$ cat config.mk
export PLATFORM = sky130hd
export DESIGN_NAME = date_digits_to_epoch_seconds_top
export DESIGN_NICKNAME = d
export VERILOG_FILES = /design/src/hw/rtl/dde_pkg.sv /design/src/hw/rtl/dde_in_stage.sv /design/src/hw/rtl/dde_fold.sv /design/src/hw/rtl/date_digits_to_epoch_seconds_top.sv
export SDC_FILE = /design/constraint.sdc
export NUM_CORES = 1
export LEC_CHECK = 0
export ABC_AREA = 1
export BUFFER_PORTS_ARGS = -buffer_cell sky130_fd_sc_hd__buf_2
export CAP_MARGIN = 20
export CORE_MARGIN = 3
export CORE_UTILIZATION = 60
export DETAILED_ROUTE_END_ITERATION = 10
export PLACE_DENSITY = 0.84
export REMOVE_ABC_BUFFERS = 1
export SYNTH_ARGS = -nofsm -noshare
export SYNTH_HDL_FRONTEND = slang
export SYNTH_HIERARCHICAL = 1
export SYNTH_SLANG_ARGS = --single-unit
$ cat constraint.sdc
create_clock -name i_clk -period 12.9 [get_ports i_clk]
set_input_delay 2.58 -clock i_clk [delete_from_list [all_inputs] [get_ports i_clk]]
set_output_delay 2.58 -clock i_clk [all_outputs]
set_load 0.02 [all_outputs]
$ cat src/hw/rtl/dde_pkg.sv
// ----------------------------------------------------------------------------
// dde_pkg
// Types and constants for the date-digits to epoch-seconds converter.
// ----------------------------------------------------------------------------
package dde_pkg;

    localparam int unsigned CharW  = 8;
    localparam int unsigned CountW = 4;
    localparam int unsigned DigitW = 4;
    localparam int unsigned SecsW  = 32;

    localparam logic [SecsW-1:0] SecsPerMin  = 32'd60;
    localparam logic [SecsW-1:0] SecsPerHour = 32'd3600;
    localparam logic [SecsW-1:0] SecsPerDay  = 32'd86400;
    localparam logic [SecsW-1:0] SecsPerYear = 32'd31536000;

    localparam logic [CountW-1:0] CountCap = 4'd13;
    localparam logic [CountW-1:0] LenShort = 4'd10;
    localparam logic [CountW-1:0] LenLong  = 4'd12;

    localparam logic [6:0] YearPivot   = 7'd70;
    // two-digit years below the pivot sit 30 years past 1970
    localparam logic [6:0] CenturyLift = 7'd30;
    localparam logic [6:0] MonthMax    = 7'd12;
    localparam logic [6:0] MonthFeb    = 7'd2;

    localparam logic [CharW-1:0] AsciiZero = 8'h30;
    localparam logic [CharW-1:0] AsciiNine = 8'h39;

    // Index of the digit pair within the string
    localparam logic [2:0] PAIR_YEAR  = 3'd0;
    localparam logic [2:0] PAIR_MONTH = 3'd1;
    localparam logic [2:0] PAIR_DAY   = 3'd2;
    localparam logic [2:0] PAIR_HOUR  = 3'd3;
    localparam logic [2:0] PAIR_MIN   = 3'd4;

    typedef struct packed {
        logic [CountW-1:0] count;
        logic [DigitW-1:0] high;
        logic [SecsW-1:0]  secs;
        logic              leap;
        logic              err;
    } t_fold_state;

    typedef struct packed {
        logic [SecsW-1:0] secs;
        logic             err;
    } t_result;

    // Days before a month of a common year; month zero adds nothing
    function automatic logic [8:0] days_before_month(input logic [3:0] m);
        logic [8:0] d;
        unique case (m)
            4'd2:    d = 9'd31;
            4'd3:    d = 9'd59;
            4'd4:    d = 9'd90;
            4'd5:    d = 9'd120;
            4'd6:    d = 9'd151;
            4'd7:    d = 9'd181;
            4'd8:    d = 9'd212;
            4'd9:    d = 9'd243;
            4'd10:   d = 9'd273;
            4'd11:   d = 9'd304;
            4'd12:   d = 9'd334;
            default: d = 9'd0;
        endcase
        return d;
    endfunction

endpackage

$ cat src/hw/rtl/dde_in_stage.sv
// ----------------------------------------------------------------------------
// dde_in_stage
// Input register: holds one character beat until the fold logic takes it.
// ----------------------------------------------------------------------------
module dde_in_stage
    import dde_pkg::*;
(
    input  logic             i_clk,
    input  logic             i_rst_n,
    input  logic             i_s_tvalid,
    output logic             o_s_tready,
    input  logic [CharW-1:0] i_s_tdata,   // [7:0] char_code
    input  logic             i_s_tlast,   // last_char
    input  logic             i_take,
    output logic             o_valid,
    output logic [CharW-1:0] o_char,
    output logic             o_last
);

    logic             r_valid;
    logic [CharW-1:0] r_char;
    logic             r_last;

    // accept when empty or when the held beat leaves this cycle
    assign o_s_tready = !r_valid || i_take;

    // track occupancy
    always_ff @(posedge i_clk) begin
        if (!i_rst_n) begin
            r_valid <= 1'b0;
        end else if (o_s_tready) begin
            r_valid <= i_s_tvalid;
        end
    end

    // load payload
    always_ff @(posedge i_clk) begin
        if (o_s_tready && i_s_tvalid) begin
            r_char <= i_s_tdata;
            r_last <= i_s_tlast;
        end
    end

    assign o_valid = r_valid;
    assign o_char  = r_char;
    assign o_last  = r_last;

endmodule

$ cat src/hw/rtl/dde_fold.sv
// ----------------------------------------------------------------------------
// dde_fold
// Folds one character into the running second count and forms the result.
// ----------------------------------------------------------------------------
module dde_fold
    import dde_pkg::*;
(
    input  t_fold_state      i_state,
    input  logic [CharW-1:0] i_char,
    output t_fold_state      o_next,
    output t_result          o_result
);

    logic              digit;
    logic [CharW-1:0]  char_off;
    logic [DigitW-1:0] d;
    logic [6:0]        v;
    logic [6:0]        k;
    logic [6:0]        k_leap;
    logic [6:0]        k_next;
    logic [8:0]        mdays;
    logic [SecsW-1:0]  year_secs;
    logic [SecsW-1:0]  add_secs;
    logic              month_bad;

    always_comb begin
        // decode the character
        digit    = (i_char >= AsciiZero) && (i_char <= AsciiNine);
        char_off = i_char - AsciiZero;
        d        = digit ? char_off[DigitW-1:0] : '0;

        // pair value 10*high + digit
        v = {i_state.high, 3'b000} + {2'b00, i_state.high, 1'b0} + {3'b000, d};

        // years since 1970 and the leap days before that year
        k         = (v >= YearPivot) ? (v - YearPivot) : (v + CenturyLift);
        k_next    = k + 7'd1;
        k_leap    = k + 7'd2;
        year_secs = SecsW'(k) * SecsPerYear + SecsW'(k_next[6:2]) * SecsPerDay;

        // whole months of the parsed year
        month_bad = v > MonthMax;
        mdays     = days_before_month(v[3:0])
                  + {8'd0, i_state.leap && (v > MonthFeb)};

        // select what this pair contributes
        unique case (i_state.count[3:1])
            PAIR_YEAR:  add_secs = year_secs;
            PAIR_MONTH: add_secs = month_bad ? '0 : SecsW'(mdays) * SecsPerDay;
            PAIR_DAY:   add_secs = SecsW'(v) * SecsPerDay - SecsPerDay;
            PAIR_HOUR:  add_secs = SecsW'(v) * SecsPerHour;
            PAIR_MIN:   add_secs = SecsW'(v) * SecsPerMin;
            default:    add_secs = SecsW'(v);
        endcase

        // advance state
        o_next = i_state;
        if (i_state.count < LenLong) begin
            if (!digit) begin
                o_next.err = 1'b1;
            end
            if (!i_state.count[0]) begin
                o_next.high = d;
            end else begin
                o_next.secs = i_state.secs + add_secs;
                if (i_state.count[3:1] == PAIR_YEAR) begin
                    o_next.leap = (k_leap[1:0] == 2'b00);
                end
                if ((i_state.count[3:1] == PAIR_MONTH) && month_bad) begin
                    o_next.err = 1'b1;
                end
            end
        end
        if (i_state.count < CountCap) begin
            o_next.count = i_state.count + 4'd1;
        end

        // result as seen if this is the last character
        o_result.err  = o_next.err || ((o_next.count != LenShort) && (o_next.count != LenLong));
        o_result.secs = o_result.err ? '0 : o_next.secs;
    end

endmodule

$ cat src/hw/rtl/date_digits_to_epoch_seconds_top.sv
// Result: o_m_tvalid rises at the edge that moves a last-character beat from the
//   input register into the output register; a full output register delays it.
// Throughput: one character beat per cycle; the fold of a beat into the running
//   count is combinational between the input and state registers. A last beat
//   waits in the input register while an untaken result holds the output register.
// Reset (i_rst_n low, synchronous): clears the input and output registers
//   and the parse state; the first beat after reset starts a new string.
// ----------------------------------------------------------------------------
// date_digits_to_epoch_seconds_top
// Converts a yymmddhhmm[ss] ASCII stream into seconds since 1970.
// ----------------------------------------------------------------------------
module date_digits_to_epoch_seconds_top
    import dde_pkg::*;
(
    input  logic             i_clk,
    input  logic             i_rst_n,
    input  logic             i_s_tvalid,
    output logic             o_s_tready,
    input  logic [CharW-1:0] i_s_tdata,   // [7:0] char_code
    input  logic             i_s_tlast,   // last_char
    output logic             o_m_tvalid,
    input  logic             i_m_tready,
    output logic [SecsW-1:0] o_m_tdata,   // [31:0] epoch_seconds
    output logic             o_m_tuser    // [0] parse_error
);

    logic             in_valid;
    logic [CharW-1:0] in_char;
    logic             in_last;
    logic             out_free;
    logic             fire;
    t_fold_state      r_state;
    t_fold_state      fold_next;
    t_result          fold_res;
    logic             r_out_valid;
    t_result          r_out;

    // a beat moves on unless it carries a result and the output is full
    assign out_free = !r_out_valid || i_m_tready;
    assign fire     = in_valid && (!in_last || out_free);

    dde_in_stage u_in (
        .i_clk      (i_clk),
        .i_rst_n    (i_rst_n),
        .i_s_tvalid (i_s_tvalid),
        .o_s_tready (o_s_tready),
        .i_s_tdata  (i_s_tdata),
        .i_s_tlast  (i_s_tlast),
        .i_take     (fire),
        .o_valid    (in_valid),
        .o_char     (in_char),
        .o_last     (in_last)
    );

    dde_fold u_fold (
        .i_state  (r_state),
        .i_char   (in_char),
        .o_next   (fold_next),
        .o_result (fold_res)
    );

    // update parse state; drop it after the last character
    always_ff @(posedge i_clk) begin
        if (!i_rst_n) begin
            r_state <= '0;
        end else if (fire) begin
            r_state <= in_last ? '0 : fold_next;
        end
    end

    // hold the result until taken
    always_ff @(posedge i_clk) begin
        if (!i_rst_n) begin
            r_out_valid <= 1'b0;
        end else if (fire && in_last) begin
            r_out_valid <= 1'b1;
        end else if (i_m_tready) begin
            r_out_valid <= 1'b0;
        end
    end

    always_ff @(posedge i_clk) begin
        if (fire && in_last) begin
            r_out <= fold_res;
        end
    end

    assign o_m_tvalid = r_out_valid;
    assign o_m_tdata  = r_out.secs;
    assign o_m_tuser  = r_out.err;

endmodule

==> results.toml <==
[timing]
rsz0062_at_grt = "no"
hold_violations = 0
fin_setup_tns_ns = 0
setup_viol = 0
worst_slack_ns = 1.83
timing.fmax_mhz = 90.3
tightest_slew_ns = 1.08
period_needed_ns = 11.07
drv_slew = 0
period_share_pct = 85.8
maxSlewHeadroom_pct = 28.0
skew_ns = 0.0127

[die]
die_h_microns = 165
dieArea_sq_um = 27300
fp-row-count = 57
core_sq_um = 24600
start_util_pct = 61.8
die_w_microns = 165
ios = 48

[worst_setup_path]
slowest_delay_ns = 0.67
cp_max_fo = 17
path_common_cell = "nand2_1"
rr_worst_depth = 55
worstSetupPathType = "flop to flop"
critPathSlowestCell = "a2111oi_0"
required_ns = 13.17
crit_path_end_kind = "flop"
cp-start-kind = "flop"
crit_arrival_ns = 11.35

[drt]
vias_per_cell = 5.65
routed_wl_mm = 39.8
ant_nets = 0
drt_drc_violations_left = 0
detail_route.wl_per_cell_microns = 16.0
num_vias = 14058
firstDrtPassIters = 5
drt_first_iter_violations = 1165

[yosys]
synth_edf_count = 42
netlist_area_sq_um = 15200
ys_ff_latch = 86
ys_types = 63
postSynthCellCount = 2122
ys.flop_type = "dfxtp_1"
ys_seq_area_share_pct = 14.1
ys_warn_count = 6
async_flop_share_pct = 0
syn_area_per_cell_sq_um = 7.17

[outcome]
status = "finished clean"

[cts]
clock_path_buffers = 2
clk_latency_ns = 0.35
post_cts_buffers = 0
cts_tree = "done"
clkTransAtPathRegs_ns = 0.08
postCtsHoldBufs = 0
htreeDepth = 3
cts_resized = 0
cts_sinks = 86
cts_buffers = 9
root_buffer = "clkbuf_16"

[final_layout]
nets = 2524
area_delta_synth_final_pct = 5.46
antenna_cells = 0
utilization_pct = 65.2
drive_above_1_share_pct = 10.2

[global_routing]
grt_first_pass_wirelength_mm = 64.1
grt_pass1_vias = 13419
grt_max_degree = 62
antenna_found_initial = 0
overflow = 0
grt_use_total_pct = 29.1

[place]
gp_congestion = 1.02
port_buffers = 47
post-place-ws_ns = 2.00
dpl.hpwl_mm = 33.2

[pwr]
p_leak_nw = 8.75
ir_worst_vdd_uv = 115
power_mw = 2.05
power_density_nw_per_um2 = 128

[worst_hold_path]
hold_class = "flop to flop"
hold_depth = 2

[job]
maxCapViolations = 0
critical path, delay by kind of cell, from the launching register on:
family	cells	cell delay, ns
buf+inv	9	1.33
xor+xnor	3	0.65
simple gates	19	1.89
compound gates	15	3.36
fa+ha+maj	9	3.31
flops	1	0.41
sequential cells by signal, summed over array words and instances, names as in the netlist:
register,cells
o_m_tdata,32
o_m_tuser,1
o_m_tvalid,1
r_state,42
u_in/o_char,8
u_in/o_last,1
u_in/o_valid,1
logic make-up (layout without fill, tap and decap cells):
logic type	count (synthesis)	after routing	share of synthesized area [%]
buffers and inverters	416	458	10.8
adders and majority gates	352	352	31.8
and+or+nand+nor	805	805	23.3
AOI/OAI and AO/OA	370	370	14.4
xor gates and xnor gates	92	92	5.64
DFF	86	86	14.1
muxes	1	1	0.0658
cells in the mapped netlist, types with 13 or more instances:
library cell / n / area, sq um
xor2_1: 53 / 464
o21ai_1: 13 / 65.1
inv_1: 363 / 1360
nand2_1: 436 / 1640
dfxtp_1: 44 / 881
nor2_1: 165 / 619
nand4_1: 25 / 156
o21ai_0: 89 / 445
nand2_2: 30 / 188
nor3_1: 14 / 70.1
or2_2: 21 / 131
inv_2: 20 / 75.1
a21oi_1: 156 / 781
edfxtp_1: 42 / 1260
nand3_1: 71 / 355
a21oi_2: 30 / 263
xnor2_1: 32 / 280
ha_1: 295 / 3690
fa_1: 57 / 1140
clkbuf_1: 14 / 52.6
stage by stage:
stage                     instance area (sq um)  hold slack, ns  instances
after floorplan                           15000           0.454       2092
after global placement                    15700           0.468       2472
after detailed placement                  15700           0.477       2472
after CTS                                 16000           0.489       2488
after global routing                      16000           0.507       2488
final                                     16000           0.485       2488
final timing paths:
| check | startpoint | slack (ns) | end |
|---|---|---|---|
| min reg2reg | r_state[32]$_SDFFE_PN0P_ | 0.48 | r_state[32]$_SDFFE_PN0P_ |
| max | u_in/o_char[1]$_DFFE_PP_ | 1.83 | r_state[31]$_SDFFE_PN0P_ |
| max reg2reg | u_in/o_char[1]$_DFFE_PP_ | 1.83 | r_state[31]$_SDFFE_PN0P_ |
| min | r_state[32]$_SDFFE_PN0P_ | 0.48 | r_state[32]$_SDFFE_PN0P_ |
layout make-up:
class                           instances  area [sq um]
Multi-Input combinational cell       1620         11400
Fill cell                            2215          8560
Sequential cell                        86          2140
Inverter                              386          1450
Tap cell                              324           405
Timing Repair Buffer                   56           303
Clock buffer                            9           225
Clock inverter                          7          76.3
routing by layer:
| metal | track usage, % | vias to the layer above | share of wire [%] |
|---|---|---|---|
| li1 | - | 6999 | - |
| met1 | 37.8 | 6500 | 44 |
| met2 | 49.3 | 474 | 46 |
| met3 | 4.59 | 85 | 6.9 |
| met4 | 9.68 | 0 | 3.1 |
| met5 | 0 | - | 0 |
where the power goes:
group / switching, mW / internal [mW] / total [mW] / leakage [nW]
logic: 0.968 / 0.524 / 1.49 / 7.85
registers: 0.00440 / 0.293 / 0.297 / 0.755
clock network: 0.127 / 0.138 / 0.265 / 0.148
total: 1.10 / 0.954 / 2.05 / 8.75
cells in the final DEF, fill, tap and decap left out, drive strengths merged, types with 10 or more instances in the layout:
cell    instances
nand2         469
inv           386
ha            295
a21oi         186
nor2          176
o21ai         108
nand3          79
xor2           58
fa             57
buf            56
dfxtp          44
edfxtp         42
xnor2          34
nand4          26
or2            25
nor3           18
a31oi          10
nand3b         10
(Power assumes the default switching activity.)
